**src/hdl/fspa_pkg.sv**
```systemverilog
package fspa_pkg;

  // Address arithmetic width; the pool wraps modulo 2^ADDR_W.
  localparam int ADDR_W = 32;

  // Field widths of the request and result beats.
  localparam int MODE_W      = 2;
  localparam int INDEX_W     = 6;
  localparam int STATUS_W    = 3;
  localparam int ELEM_W      = 16;
  localparam int COUNT_W     = 7;
  localparam int STRIDE_W    = ELEM_W + 1;

  // Bus widths, packed fields padded to whole bytes.
  localparam int IN_TDATA_W  = 40;
  localparam int IN_TUSER_W  = MODE_W;
  localparam int OUT_TDATA_W = 40;
  localparam int OUT_TUSER_W = STATUS_W;
  localparam int CFG_INDEX_W = 2;
  localparam int CFG_DATA_W  = 32;

  typedef logic [MODE_W-1:0]   mode_t;
  typedef logic [STATUS_W-1:0] status_t;

  // Request kinds.
  localparam mode_t MODE_ALLOC     = 2'd0;
  localparam mode_t MODE_FREE_ADDR = 2'd1;
  localparam mode_t MODE_FREE_IDX  = 2'd2;
  localparam mode_t MODE_GET_IDX   = 2'd3;

  // Result status codes.
  localparam status_t ST_OK         = 3'd0;
  localparam status_t ST_FULL       = 3'd1;
  localparam status_t ST_RANGE      = 3'd2;
  localparam status_t ST_MISALIGNED = 3'd3;
  localparam status_t ST_NOT_ALLOC  = 3'd4;

  // Configuration register indexes.
  localparam logic [CFG_INDEX_W-1:0] REG_BASE_ADDRESS  = 2'd0;
  localparam logic [CFG_INDEX_W-1:0] REG_ELEMENT_BYTES = 2'd1;
  localparam logic [CFG_INDEX_W-1:0] REG_SLOT_COUNT    = 2'd2;

endpackage

```
**src/hdl/fixed_slot_pool_allocator.sv**
```systemverilog
// Fixed slot pool allocator: hands out and takes back equal slots of a pool.
// Requests arrive as beats on the in_ stream: in_tuser carries the request
// kind (allocate, free by address, free by index, get by index), in_tdata the
// element address and slot index. Each request yields exactly one result beat
// on the out_ stream: out_tuser carries the status, out_tdata the slot index
// and element address. The cfg_ port writes base address, element size and
// slot count; write it only while no request is in flight.
// One request is handled at a time; in_tready is high only while idle. Work
// goes through a single shared 32-bit add/subtract unit and an in-use memory
// with one write port and a registered read port; free by address takes 7
// division steps. A finished result sits in an output register; while the
// receiver stalls it holds there and the next request is already accepted
// and worked on up to its own result.
// After reset the in-use memory is cleared one entry per cycle, during which
// no request is accepted (configuration writes still are); configuration
// returns to base 0, element size 1, slot count 64.
module fixed_slot_pool_allocator #(
  parameter int MAX_SLOTS = 64
) (
  input  logic                              clk,
  input  logic                              rst_n,
  // Request stream.
  input  logic                              in_tvalid,
  output logic                              in_tready,
  // tdata: element_address[31:0], slot_index_in[37:32], zero pad.
  input  logic [fspa_pkg::IN_TDATA_W-1:0]   in_tdata,
  // tuser: mode[1:0].
  input  logic [fspa_pkg::IN_TUSER_W-1:0]   in_tuser,
  // Result stream.
  output logic                              out_tvalid,
  input  logic                              out_tready,
  // tdata: slot_index[5:0], slot_address[37:6], zero pad.
  output logic [fspa_pkg::OUT_TDATA_W-1:0]  out_tdata,
  // tuser: status[2:0].
  output logic [fspa_pkg::OUT_TUSER_W-1:0]  out_tuser,
  // Configuration write port.
  input  logic                              cfg_we,
  input  logic [fspa_pkg::CFG_INDEX_W-1:0]  cfg_index,
  input  logic [fspa_pkg::CFG_DATA_W-1:0]   cfg_wdata
);

  import fspa_pkg::*;

  localparam int IW    = (MAX_SLOTS > 1) ? $clog2(MAX_SLOTS) : 1;
  localparam int CNT_W = $clog2(MAX_SLOTS + 1);
  // Largest usable slot count as seen through the 7-bit register.
  localparam logic [COUNT_W:0] CAP = (MAX_SLOTS > 127) ? (COUNT_W + 1)'(127)
                                                        : (COUNT_W + 1)'(MAX_SLOTS);

  // Sequencer states.
  localparam logic [3:0] S_CLR  = 4'd0;
  localparam logic [3:0] S_IDLE = 4'd1;
  localparam logic [3:0] S_DEC  = 4'd2;
  localparam logic [3:0] S_SUB  = 4'd3;
  localparam logic [3:0] S_PRE  = 4'd4;
  localparam logic [3:0] S_DIV  = 4'd5;
  localparam logic [3:0] S_FCHK = 4'd6;
  localparam logic [3:0] S_IDX  = 4'd7;
  localparam logic [3:0] S_LOOK = 4'd8;
  localparam logic [3:0] S_SCAN = 4'd9;
  localparam logic [3:0] S_MB   = 4'd10;
  localparam logic [3:0] S_ML   = 4'd11;
  localparam logic [3:0] S_OUT  = 4'd12;

  // Configuration registers.
  logic [ADDR_W-1:0]   base_r;
  logic [ELEM_W-1:0]   elem_r;
  logic [COUNT_W-1:0]  scount_r;

  // Sequencer and work registers.
  logic [3:0]          state_r, state_nxt;
  logic [ADDR_W-1:0]   rem_r, rem_nxt;
  logic [COUNT_W-1:0]  sel_idx_r, sel_idx_nxt;
  logic [COUNT_W-1:0]  scan_r, scan_nxt;
  logic [COUNT_W-1:0]  chk_idx_r, chk_idx_nxt;
  logic                chk_vld_r, chk_vld_nxt;
  logic [2:0]          k_r, k_nxt;
  mode_t               mode_r, mode_nxt;
  status_t             res_status_r, res_status_nxt;
  logic                addr_en_r, addr_en_nxt;
  logic [CNT_W-1:0]    count_r, count_nxt;
  logic [IW-1:0]       clr_r, clr_nxt;

  // Output register.
  logic                out_valid_r, out_valid_nxt;
  status_t             out_status_r, out_status_nxt;
  logic [INDEX_W-1:0]  out_sidx_r, out_sidx_nxt;
  logic [ADDR_W-1:0]   out_addr_r, out_addr_nxt;

  // In-use memory.
  logic                mem [MAX_SLOTS];
  logic                rd_data_r;
  logic [IW-1:0]       rd_addr;
  logic                mem_we;
  logic [IW-1:0]       mem_wa;
  logic                mem_wd;

  // Shared add/subtract unit.
  logic [ADDR_W-1:0]   alu_a, alu_b;
  logic                alu_sub;
  logic [ADDR_W:0]     alu_sum;
  logic                alu_carry;
  logic [ADDR_W-1:0]   alu_res;

  logic [COUNT_W-1:0]  n_eff;
  logic [STRIDE_W-1:0] stride;
  logic [ADDR_W-1:0]   stride_k;
  logic [ADDR_W-1:0]   stride_7;
  logic                out_free;

  // Effective slot count and slot stride.
  assign n_eff    = ({1'b0, scount_r} > CAP) ? CAP[COUNT_W-1:0] : scount_r;
  assign stride   = {1'b0, elem_r} + STRIDE_W'(1);
  assign stride_k = ADDR_W'({{(ADDR_W - STRIDE_W){1'b0}}, stride} << k_r);
  assign stride_7 = ADDR_W'({{(ADDR_W - STRIDE_W){1'b0}}, stride} << 7);

  // The unit adds, or subtracts with carry meaning no borrow.
  assign alu_sum   = {1'b0, alu_a} + {1'b0, (alu_sub ? ~alu_b : alu_b)}
                   + (ADDR_W + 1)'(alu_sub);
  assign alu_carry = alu_sum[ADDR_W];
  assign alu_res   = alu_sum[ADDR_W-1:0];

  assign out_free  = !out_valid_r || out_tready;
  assign in_tready = (state_r == S_IDLE);

  assign out_tvalid = out_valid_r;
  assign out_tuser  = out_status_r;
  assign out_tdata  = {{(OUT_TDATA_W - ADDR_W - INDEX_W){1'b0}}, out_addr_r, out_sidx_r};

  // Operand selection for the shared unit.
  always_comb begin
    alu_a   = rem_r;
    alu_b   = '0;
    alu_sub = 1'b0;
    case (state_r)
      S_DEC: begin
        alu_b = '1;
      end
      S_SUB: begin
        alu_b   = base_r;
        alu_sub = 1'b1;
      end
      S_PRE: begin
        alu_b   = stride_7;
        alu_sub = 1'b1;
      end
      S_DIV: begin
        alu_b   = stride_k;
        alu_sub = 1'b1;
      end
      S_MB: begin
        alu_a = base_r;
        alu_b = ADDR_W'(1);
      end
      S_ML: begin
        alu_b = sel_idx_r[k_r] ? stride_k : '0;
      end
      default: begin
        alu_b = '0;
      end
    endcase
  end

  // Sequencer.
  always_comb begin
    state_nxt      = state_r;
    rem_nxt        = rem_r;
    sel_idx_nxt    = sel_idx_r;
    scan_nxt       = scan_r;
    chk_idx_nxt    = chk_idx_r;
    chk_vld_nxt    = chk_vld_r;
    k_nxt          = k_r;
    mode_nxt       = mode_r;
    res_status_nxt = res_status_r;
    addr_en_nxt    = addr_en_r;
    count_nxt      = count_r;
    clr_nxt        = clr_r;
    out_valid_nxt  = out_valid_r;
    out_status_nxt = out_status_r;
    out_sidx_nxt   = out_sidx_r;
    out_addr_nxt   = out_addr_r;
    mem_we         = 1'b0;
    mem_wa         = IW'(sel_idx_r);
    mem_wd         = 1'b0;
    rd_addr        = IW'((state_r == S_SCAN) ? scan_r : sel_idx_r);

    // The receiver took the pending result.
    if (out_valid_r && out_tready) begin
      out_valid_nxt = 1'b0;
    end

    case (state_r)
      S_CLR: begin
        mem_we  = 1'b1;
        mem_wa  = clr_r;
        clr_nxt = clr_r + IW'(1);
        if (clr_r == IW'(MAX_SLOTS - 1)) begin
          state_nxt = S_IDLE;
        end
      end
      S_IDLE: begin
        if (in_tvalid) begin
          mode_nxt    = in_tuser;
          rem_nxt     = in_tdata[ADDR_W-1:0];
          sel_idx_nxt = {1'b0, in_tdata[ADDR_W+INDEX_W-1:ADDR_W]};
          addr_en_nxt = 1'b0;
          scan_nxt    = '0;
          chk_vld_nxt = 1'b0;
          case (in_tuser)
            MODE_ALLOC:     state_nxt = S_SCAN;
            MODE_FREE_ADDR: state_nxt = S_DEC;
            default:        state_nxt = S_IDX;
          endcase
        end
      end
      // Header address is the element address minus one.
      S_DEC: begin
        if (rem_r == '0) begin
          res_status_nxt = ST_RANGE;
          state_nxt      = S_OUT;
        end else begin
          rem_nxt   = alu_res;
          state_nxt = S_SUB;
        end
      end
      // Offset from the pool base; below the base is out of range.
      S_SUB: begin
        if (!alu_carry) begin
          res_status_nxt = ST_RANGE;
          state_nxt      = S_OUT;
        end else begin
          rem_nxt   = alu_res;
          state_nxt = S_PRE;
        end
      end
      // A quotient of 128 or more is beyond any slot count.
      S_PRE: begin
        if (alu_carry) begin
          res_status_nxt = ST_RANGE;
          state_nxt      = S_OUT;
        end else begin
          sel_idx_nxt = '0;
          k_nxt       = 3'd6;
          state_nxt   = S_DIV;
        end
      end
      // Restoring division by the stride, one quotient bit per cycle.
      S_DIV: begin
        if (alu_carry) begin
          rem_nxt          = alu_res;
          sel_idx_nxt[k_r] = 1'b1;
        end
        if (k_r == 3'd0) begin
          state_nxt = S_FCHK;
        end else begin
          k_nxt = k_r - 3'd1;
        end
      end
      // Range by quotient, then alignment by remainder; reads the mark.
      S_FCHK: begin
        if (sel_idx_r >= n_eff) begin
          res_status_nxt = ST_RANGE;
          state_nxt      = S_OUT;
        end else if (rem_r != '0) begin
          res_status_nxt = ST_MISALIGNED;
          state_nxt      = S_OUT;
        end else begin
          state_nxt = S_LOOK;
        end
      end
      // Index bound for free and get by index; reads the mark.
      S_IDX: begin
        if (sel_idx_r >= n_eff) begin
          res_status_nxt = ST_RANGE;
          state_nxt      = S_OUT;
        end else begin
          state_nxt = S_LOOK;
        end
      end
      // Mark read back: release the slot, or check it for a get.
      S_LOOK: begin
        if (mode_r == MODE_GET_IDX) begin
          if (rd_data_r) begin
            state_nxt = S_MB;
          end else begin
            res_status_nxt = ST_NOT_ALLOC;
            state_nxt      = S_OUT;
          end
        end else begin
          if (rd_data_r) begin
            mem_we    = 1'b1;
            mem_wd    = 1'b0;
            count_nxt = count_r - CNT_W'(1);
          end
          res_status_nxt = ST_OK;
          state_nxt      = S_OUT;
        end
      end
      // Lowest free slot search: one read issued and one checked a cycle.
      S_SCAN: begin
        if (chk_vld_r && !rd_data_r) begin
          mem_we      = 1'b1;
          mem_wa      = IW'(chk_idx_r);
          mem_wd      = 1'b1;
          count_nxt   = count_r + CNT_W'(1);
          sel_idx_nxt = chk_idx_r;
          state_nxt   = S_MB;
        end else if (scan_r < n_eff) begin
          chk_idx_nxt = scan_r;
          chk_vld_nxt = 1'b1;
          scan_nxt    = scan_r + COUNT_W'(1);
        end else begin
          res_status_nxt = ST_FULL;
          state_nxt      = S_OUT;
        end
      end
      // Element address: base plus one, then stride times index by shift-add.
      S_MB: begin
        rem_nxt        = alu_res;
        k_nxt          = 3'd0;
        addr_en_nxt    = 1'b1;
        res_status_nxt = ST_OK;
        state_nxt      = S_ML;
      end
      S_ML: begin
        rem_nxt = alu_res;
        if (k_r == 3'(COUNT_W - 1)) begin
          state_nxt = S_OUT;
        end else begin
          k_nxt = k_r + 3'd1;
        end
      end
      // Hand the result over once the output register is free.
      S_OUT: begin
        if (out_free) begin
          out_valid_nxt  = 1'b1;
          out_status_nxt = res_status_r;
          out_sidx_nxt   = (res_status_r == ST_OK) ? sel_idx_r[INDEX_W-1:0] : '0;
          out_addr_nxt   = (res_status_r == ST_OK && addr_en_r) ? rem_r : '0;
          state_nxt      = S_IDLE;
        end
      end
      default: begin
        state_nxt = S_IDLE;
      end
    endcase
  end

  // Control registers.
  always_ff @(posedge clk) begin
    if (!rst_n) begin
      state_r     <= S_CLR;
      clr_r       <= '0;
      count_r     <= '0;
      out_valid_r <= 1'b0;
      chk_vld_r   <= 1'b0;
    end else begin
      state_r     <= state_nxt;
      clr_r       <= clr_nxt;
      count_r     <= count_nxt;
      out_valid_r <= out_valid_nxt;
      chk_vld_r   <= chk_vld_nxt;
    end
  end

  // Configuration registers.
  always_ff @(posedge clk) begin
    if (!rst_n) begin
      base_r   <= '0;
      elem_r   <= ELEM_W'(1);
      scount_r <= COUNT_W'(64);
    end else if (cfg_we) begin
      case (cfg_index)
        REG_BASE_ADDRESS:  base_r   <= cfg_wdata[ADDR_W-1:0];
        REG_ELEMENT_BYTES: elem_r   <= cfg_wdata[ELEM_W-1:0];
        REG_SLOT_COUNT:    scount_r <= cfg_wdata[COUNT_W-1:0];
        default: begin
          base_r <= base_r;
        end
      endcase
    end
  end

  // Payload registers.
  always_ff @(posedge clk) begin
    rem_r        <= rem_nxt;
    sel_idx_r    <= sel_idx_nxt;
    scan_r       <= scan_nxt;
    chk_idx_r    <= chk_idx_nxt;
    k_r          <= k_nxt;
    mode_r       <= mode_nxt;
    res_status_r <= res_status_nxt;
    addr_en_r    <= addr_en_nxt;
    out_status_r <= out_status_nxt;
    out_sidx_r   <= out_sidx_nxt;
    out_addr_r   <= out_addr_nxt;
  end

  // In-use memory: one write and one registered read a cycle.
  always_ff @(posedge clk) begin
    if (mem_we) begin
      mem[mem_wa] <= mem_wd;
    end
    rd_data_r <= mem[rd_addr];
  end

endmodule

```
**config.mk**
```make
export PLATFORM = sky130hd
export DESIGN_NAME = fixed_slot_pool_allocator
export DESIGN_NICKNAME = d
export VERILOG_FILES = /design/src/hdl/fspa_pkg.sv /design/src/hdl/fixed_slot_pool_allocator.sv
export SDC_FILE = /design/constraint.sdc
export NUM_CORES = 1
export LEC_CHECK = 0
export BUFFER_PORTS_ARGS = -buffer_cell sky130_fd_sc_hd__buf_2
export CAP_MARGIN = 0
export CORE_MARGIN = 2
export CORE_UTILIZATION = 50
export CTS_CLUSTER_DIAMETER = 100
export CTS_CLUSTER_SIZE = 12
export DETAILED_ROUTE_END_ITERATION = 16
export GPL_ROUTABILITY_DRIVEN = 0
export PLACE_DENSITY = 0.73
export SYNTH_ARGS = -nofsm -noshare
export SYNTH_HDL_FRONTEND = slang
export SYNTH_SLANG_ARGS = --single-unit
```
**constraint.sdc**
```tcl
create_clock -name clk -period 7.89 [get_ports clk]
set_input_delay 0.789 -clock clk [delete_from_list [all_inputs] [get_ports clk]]
set_output_delay 0.789 -clock clk [all_outputs]
set_load 0.005 [all_outputs]
```
==> results_dict.tcl, run 1 <==
set metrics [dict create \
    status "completed" \
    headroom_to_the_max_slew_limit_pct 27.5 \
    clk_root_buffer_cell "sky130_fd_sc_hd__clkbuf_16" \
    floorplan.die.width_um 176 \
    fin_tns_setup_ns 0 \
    vias 12700 \
    floorplan.core_area_um2 28900 \
    minimum_hold_slack_ns 0.474 \
    gate_count_after_technology_mapping 1577 \
    maximum_vdd_ir_drop_mv 0.200 \
    layout.core_utilization_pct 56.4 \
    synthesis.yosys.warnings 0 \
    cts.htree.levels 1 \
    post_route_cells_drive_above_1_share_pct 14.8 \
    kind_of_critical_path "reg -> reg" \
    crit_start_category "flop" \
    dp_hpwl_um 30200 \
    hold_path.class "reg -> reg" \
    count_of_tritonroute_iterations_in_the_first_routing_pass 5 \
    drv_slew 0 \
    timing.reg2reg.setup_slack_ns 1.61 \
    setup.worst_path.end_class "flop" \
    numnets_final 1777 \
    hold_fix_buffer_count_after_cts 0 \
    first_global_vias 11900 \
    dominantRegCellSynth "sky130_fd_sc_hd__edfxtp_1" \
    count_of_input_and_output_buffers 121 \
    maxClockFrequency_ghz 0.159 \
    drt_drc_violations_left 0 \
    number_of_cts_inserted_buffers 23 \
    clockBufferDepth 3 \
    mappedNetlistArea_um2 14700 \
    post-route-min-period_ns 6.28 \
    ys_seq_elements 235 \
    cellLeakagePower_nw 6.36 \
    post_cts_repair_timing_setup_buffer_count 0 \
    endpoint_arrival_time_on_the_critical_path_ns 6.45 \
    wirelength_um 41800 \
    detailed_place.area_um2 15600 \
    netlist-cell-type-count 87 \
    rsz0062_at_grt "no" \
    tritoncts "done" \
    crit_path_max_fanout 32 \
    postSynthAreaPerCell_um2 9.33 \
    start_util_pct 51.0 \
    cap_viol_max_count 0 \
    nFillCells 2548 \
    synth_edf_count 167 \
    overflow 0 \
    grt_first_pass_wirelength_um 65900 \
    worst-endpoint-required_ns 8.07 \
    dr.first_iter.drc_count 1600 \
    postLayoutCellArea_um2 16300 \
    clock_skew_ns 0.0215 \
    antennaDiodeCount 0 \
    cts-resized-gates 0 \
    timing.final.crit_share_pct 79.5 \
    power-per-cell-area_nw_per_um2 152 \
    grt_start_max_net_pins 76 \
    seq_area_frac_synth_pct 43.3 \
    layout-area-overhead-vs-synth_pct 10.6 \
    finalSetupViolations 0 \
    wire_per_inst_um 20.4 \
    antenna_found_initial 2 \
    standard_cell_row_count 62 \
    die_area_um2 30800 \
    clkTransAtPathRegs_ns 0.06 \
    grt_use_total_pct 26.9 \
    die_outline_height_um 176 \
    worstSkewPairLatency_ns 0.54 \
    final-hold-violation-count 0 \
    synthArstFlopShare_pct 0 \
    worstMarginPinSlew_ns 1.08 \
    ioPinCount 126 \
    viasPerCell 6.22 \
    clkSinkCount 235 \
    ant_nets 0 \
]
-- kinds of logic (layout without fill, tap and decap cells) --
logic type | count (synthesis) | count (layout) | synth area share [%]
compound gates | 360 | 360 | 15.8
simple gates | 620 | 620 | 19.7
mux | 118 | 118 | 9.39
fa+ha+maj | 49 | 49 | 4.27
xor+xnor | 66 | 66 | 3.93
other cells | 1 | 2 | 0.0255
buf+inv | 128 | 214 | 3.56
flops | 235 | 235 | 43.3
-- worst max-delay path: stages (launching register included) --
cell	delay, ns
sky130_fd_sc_hd__edfxtp_1	0.95
sky130_fd_sc_hd__nor2b_1	0.38
sky130_fd_sc_hd__a32o_1	0.23
sky130_fd_sc_hd__nor2_1	0.08
sky130_fd_sc_hd__o21ai_1	0.60
sky130_fd_sc_hd__nand2_1	0.24
sky130_fd_sc_hd__o311ai_0	0.44
sky130_fd_sc_hd__a21oi_1	0.09
sky130_fd_sc_hd__xnor2_1	0.19
sky130_fd_sc_hd__ha_1	0.47
sky130_fd_sc_hd__nand3_1	0.23
sky130_fd_sc_hd__nor4_1	0.37
sky130_fd_sc_hd__o2111ai_1	0.22
sky130_fd_sc_hd__a21o_1	0.27
sky130_fd_sc_hd__nand3_1	0.16
sky130_fd_sc_hd__nand2_1	0.16
sky130_fd_sc_hd__a222oi_1	0.31
sky130_fd_sc_hd__buf_4	0.49
-- worst paths after layout --
path / from / to / cells after the start
worst max-delay path: k_r[2] / rem_r[17] / 17
worst min-delay path: res_status_r[2] / out_tuser[2] / 0
worst max register to register: k_r[2] / rem_r[17] / 17
worst min register to register: res_status_r[2] / out_tuser[2] / 0
-- stage by stage --
| stage | std cells | power (mW) | setup WS [ns] |
|---|---|---|---|
| 2_1_floorplan | 1578 | 1.41 | 1.17 |
| 3_3_place_gp | 2006 | 1.46 | 2.08 |
| 3_5_place_dp | 2006 | 1.46 | 1.98 |
| 4_1_cts | 2048 | 2.49 | 1.88 |
| 5_1_grt | 2048 | 2.55 | 1.35 |
| 6_report | 2048 | 2.47 | 1.61 |
-- metal layers --
metal | share of wire (%) | up-vias | track usage, %
li1 | - | 5927 | -
met4 | 3.9 | 0 | 9.61
met1 | 42 | 6000 | 37.9
met3 | 9.4 | 130 | 4.22
met2 | 45 | 677 | 42.1
met5 | 0 | - | 0
-- cell type report --
type / count / area [um^2] / area share, %
inverters: 31 / 116 / 0.715
clock inverters: 2 / 27.5 / 0.169
repair buffers: 141 / 756 / 4.64
well taps: 384 / 480 / 2.95
flip-flops and latches: 235 / 6380 / 39.2
multi-input cells: 1215 / 7890 / 48.4
clock buffers: 40 / 639 / 3.93
-- synth_stat cells, types with 15 or more instances --
master,instances,area [um^2]
sky130_fd_sc_hd__nand2_1,223,837
sky130_fd_sc_hd__nor2_1,169,634
sky130_fd_sc_hd__edfxtp_1,167,5010
sky130_fd_sc_hd__a21oi_1,138,691
sky130_fd_sc_hd__clkbuf_1,74,278
sky130_fd_sc_hd__dfxtp_1,68,1360
sky130_fd_sc_hd__o21ai_0,67,335
sky130_fd_sc_hd__mux2i_1,65,651
sky130_fd_sc_hd__ha_1,47,588
sky130_fd_sc_hd__mux2_2,40,450
sky130_fd_sc_hd__nand3_1,39,195
sky130_fd_sc_hd__and3_1,38,238
sky130_fd_sc_hd__xor2_1,37,324
sky130_fd_sc_hd__xnor2_1,29,254
sky130_fd_sc_hd__a21o_1,26,195
sky130_fd_sc_hd__inv_1,26,97.6
sky130_fd_sc_hd__nor3_1,21,105
sky130_fd_sc_hd__nand4_1,20,125
sky130_fd_sc_hd__nor4_1,19,119
sky130_fd_sc_hd__and2_1,16,100
sky130_fd_sc_hd__nand2b_1,16,100
sky130_fd_sc_hd__o21a_1,15,113
-- report_power, final --
part | internal, mW | total (mW) | switching, mW | leakage, nW
Sequential | 1.32 | 1.33 | 0.0137 | 2.12
Combinational | 0.0411 | 0.103 | 0.0623 | 3.93
Clock | 0.552 | 1.04 | 0.484 | 0.313
Total | 1.91 | 2.47 | 0.560 | 6.36
-- placed cells by master, fill, tap and decap left out, drive strengths merged, types with 7 or more instances in the layout --
cell / synthesis / routed
a211oi: 9 / 9
a21o: 26 / 26
a21oi: 138 / 138
a221o: 7 / 7
a221oi: 8 / 8
a31oi: 11 / 11
and2: 16 / 16
and3: 38 / 38
buf: 22 / 141
clkbuf: 75 / 40
dfxtp: 68 / 68
edfxtp: 167 / 167
ha: 47 / 47
inv: 29 / 30
mux2: 41 / 41
mux2i: 65 / 65
mux4: 12 / 12
nand2: 223 / 223
nand2b: 16 / 16
nand3: 39 / 39
nand4: 20 / 20
nor2: 169 / 169
nor2b: 11 / 11
nor3: 21 / 21
nor4: 19 / 19
o211ai: 9 / 9
o21a: 15 / 15
o21ai: 69 / 69
o21bai: 7 / 7
o221ai: 8 / 8
o31ai: 8 / 8
or3: 12 / 12
xnor2: 29 / 29
xor2: 37 / 37
-- flip-flops by register name, summed over array words and instances (netlist names), 3 cells and up --
register and cells:
mem 64, base_r 32, out_addr_r 32, rem_r 32, elem_r 16, chk_idx_r 7, scan_r 7, scount_r 7
sel_idx_r 7, clr_r 6, out_sidx_r 6, state_r 4, k_r 3, out_tuser 3, res_status_r 3
Power figures use the tool's default switching activity.
==> inputs of run 2 (changes only) <==
- ABC_AREA: not set -> 1
- PLACE_DENSITY: 0.73 -> 0.75
- clock period: 7.89 -> 5.58 ns (I/O delays scaled with it)
==> run 2 against run 1 <==
  * Core utilization is 0.34 points lower
  * Critical path depth is 9 higher
  * Cell area is 1.7% lower
  * First-iteration DRC count is 16% lower
  * Sequential share of layout area is 0.66 points higher
  * Area after synthesis is 2.2% lower
  * Synthesized cell count is 17% higher
  * Hold slack worse by 0.23 ns
  * Die area is 2.2% lower
  * Clock power is 42% higher
  * Global-route usage is 0.91 points lower
  * Sequential cell count stayed put
  * Critical path type unchanged
  * Critical endpoint is now rem_r[10]
==> results_dict.tcl, run 2 <==
set metrics [dict create \
    status "completed" \
    synth.mux.area_fraction_pct 0 \
    drv_slew 0 \
    synth_edf_count 167 \
    critical_path_launch_point "elem_r[0]" \
    grt_first_pass_wirelength_um 63300 \
    tritoncts "done" \
    nFillCells 2699 \
    yosys.area_share.xor_xnor_pct 2.98 \
    rsz0062_at_grt "no" \
    wire_per_inst_um 16.9 \
    minimum_hold_slack_ns 0.240 \
    synth-simple-area-share_pct 25.3 \
    hold_path.class "in -> reg" \
    crit_family "simple AND/OR/NAND/NOR gates" \
    number_of_cts_inserted_buffers 23 \
    yosys.area.top_type_share_pct 34.8 \
    floorplan.die.width_um 174 \
    overflow 0 \
    worst_path_most_repeated_cell "sky130_fd_sc_hd__nand2_1" \
    seq_area_frac_synth_pct 44.3 \
    headroom_to_the_max_slew_limit_pct 22.3 \
    setup.worst_path.end_class "flop" \
    clockBufferDepth 3 \
    dr.first_iter.drc_count 1339 \
    finalWorstSetupSlack_ns 0.639 \
    power-per-cell-area_nw_per_um2 222 \
    post-route-min-period_ns 4.94 \
    clk_root_buffer_cell "sky130_fd_sc_hd__clkbuf_16" \
    kind_of_critical_path "reg -> reg" \
    mostFrequentLayoutCells "330 x sky130_fd_sc_hd__nand2_1, 295 x sky130_fd_sc_hd__nor2_1, 205 x sky130_fd_sc_hd__o21ai_0, 179 x sky130_fd_sc_hd__inv_1, 167 x sky130_fd_sc_hd__edfxtp_1" \
    postLayoutCellArea_um2 16000 \
    final-hold-violation-count 0 \
    mappedNetlistArea_um2 14400 \
    viasPerCell 5.61 \
    largest_register_ff_count 64 \
    numPlacedInstances 2301 \
    grt_use_total_pct 26.0 \
    worstReg2RegStart "elem_r[0]" \
    die_outline_height_um 174 \
    netlist-cell-type-count 55 \
    clkTransAtPathRegs_ns 0.07 \
    synthArstFlopShare_pct 0 \
    clkSinkCount 235 \
    standard_cell_row_count 62 \
    registers.top_by_ff_count "mem" \
    worstSkewPairLatency_ns 0.54 \
    dominantRegCellSynth "sky130_fd_sc_hd__edfxtp_1" \
    first_global_vias 12600 \
    layout-area-overhead-vs-synth_pct 11.2 \
    ys_seq_elements 235 \
    count_of_tritonroute_iterations_in_the_first_routing_pass 6 \
    final_common_cell "sky130_fd_sc_hd__nand2_1" \
    fin_tns_setup_ns 0 \
    critPathSlowestCell "sky130_fd_sc_hd__dfxtp_1" \
    timing.final.crit_share_pct 88.6 \
    synthesis.yosys.warnings 0 \
    detailed_place.area_um2 15300 \
    grt_start_max_net_pins 73 \
    post_cts_repair_timing_setup_buffer_count 0 \
    post_route_cells_drive_above_1_share_pct 12.8 \
    critical-path-max-stage-delay_ns 0.43 \
    postSynthAreaPerCell_um2 7.81 \
    synth_top_family_by_area "simple AND/OR/NAND/NOR gates" \
    gate_count_after_technology_mapping 1842 \
    dp_hpwl_um 29100 \
    die_area_um2 30200 \
    ys_top_cells_by_area "sky130_fd_sc_hd__edfxtp_1 35%, sky130_fd_sc_hd__dfxtp_1 9.5%, sky130_fd_sc_hd__nand2_1 8.6%" \
    maximum_vdd_ir_drop_mv 0.190 \
    crit_buf_inv 2 \
    endpoint_arrival_time_on_the_critical_path_ns 5.12 \
    vias 13100 \
    most_used_standard_cells_in_the_synthesized_netlist "330 x sky130_fd_sc_hd__nand2_1, 298 x sky130_fd_sc_hd__nor2_1, 205 x sky130_fd_sc_hd__o21ai_0" \
    antennaDiodeCount 0 \
    hold_fix_buffer_count_after_cts 0 \
    min-delay-start "cfg_wdata[16]" \
    cap_viol_max_count 0 \
    ioPinCount 126 \
    placement.setup.worst_slack_ns 0.793 \
    numnets_final 2072 \
    synth-compound-area-share_pct 15.6 \
    worst-endpoint-required_ns 5.76 \
    floorplan.core_area_um2 28500 \
    cts.htree.levels 1 \
    yosys.cell_count.top_type "sky130_fd_sc_hd__nand2_1" \
    ant_nets 0 \
    worstMarginPinSlew_ns 1.15 \
    synthAdderAreaFrac_pct 4.36 \
    finalSetupViolations 0 \
    layout.cells.non_filler 2342 \
    crit_start_category "flop" \
    drt_drc_violations_left 0 \
    maxClockFrequency_ghz 0.202 \
    cellLeakagePower_nw 6.90 \
    crit_path_max_fanout 32 \
    clock_skew_ns 0.0186 \
    synth_largest_area_cell "sky130_fd_sc_hd__edfxtp_1" \
    wirelength_um 39500 \
    start_util_pct 50.4 \
    count_of_input_and_output_buffers 121 \
    timing.reg2reg.setup_slack_ns 0.64 \
    antenna_found_initial 0 \
    cts-resized-gates 0 \
]
## run 2: cell count changes after synthesis, moves of 17 or more
cell,change
sky130_fd_sc_hd__clkbuf_1,-40
sky130_fd_sc_hd__nor2_1,+129
sky130_fd_sc_hd__o21ai_1,+17
sky130_fd_sc_hd__o21ai_0,+138
sky130_fd_sc_hd__nand2_1,+107
sky130_fd_sc_hd__and3_1,-37
sky130_fd_sc_hd__mux2_2,-40
sky130_fd_sc_hd__inv_1,+153
sky130_fd_sc_hd__a21o_1,-25
sky130_fd_sc_hd__nand3_1,+61
sky130_fd_sc_hd__mux2i_1,-65
sky130_fd_sc_hd__a21oi_1,-44
## run 2: final timing paths
path,endpoint,depth (start not counted)
max,rem_r[10],26
min,base_r[16],3
max reg2reg,rem_r[10],26
min reg2reg,clr_r[2],1
## run 2: cells by family after synthesis
group                    count (synthesis)
AO/OA/AOI/OAI                          395
XOR/XNOR                                49
adder cells (fa/ha/maj)                 49
buffers and inverters                  267
flip-flops                             235
other                                    1
AND/OR/NAND/NOR                        846
## run 2: worst min-delay path, cell delays in order
cell and delay (ns):
sky130_fd_sc_hd__buf_2 0.08, sky130_fd_sc_hd__nor2_1 0.03, sky130_fd_sc_hd__nor2_1 0.08
## run 2: through the flow
step	utilization (%)	total power, mW
after CTS	56.1	3.56
after global routing	56.1	3.65
after global placement	53.7	2.10
after floorplan	-	2.03
final	56.1	3.55
after detailed placement	53.7	2.10
## run 2: per-layer routing
metal  vias up  global-route usage (%)  wire length, um
met1      6008                    33.0            16100
met5         -                       0                0
met3       134                    3.31             2690
li1       6423                       -                -
met2       566                    44.1            18700
met4         0                    12.3             2020
## run 2: report_power, final
group          switching, mW  internal (mW)
Sequential            0.0211           1.87
Clock                  0.662          0.818
Combinational          0.109         0.0618
Total                  0.792           2.75
## run 2: layout make-up
type	instances	area (um^2)	area share (%)
Inverter	201	759	4.74
Timing Repair Buffer	140	748	4.67
Clock buffer	39	636	3.97
Multi-Input combinational cell	1341	6970	43.5
Tap cell	384	480	3.00
Sequential cell	235	6380	39.8
Clock inverter	2	38.8	0.242
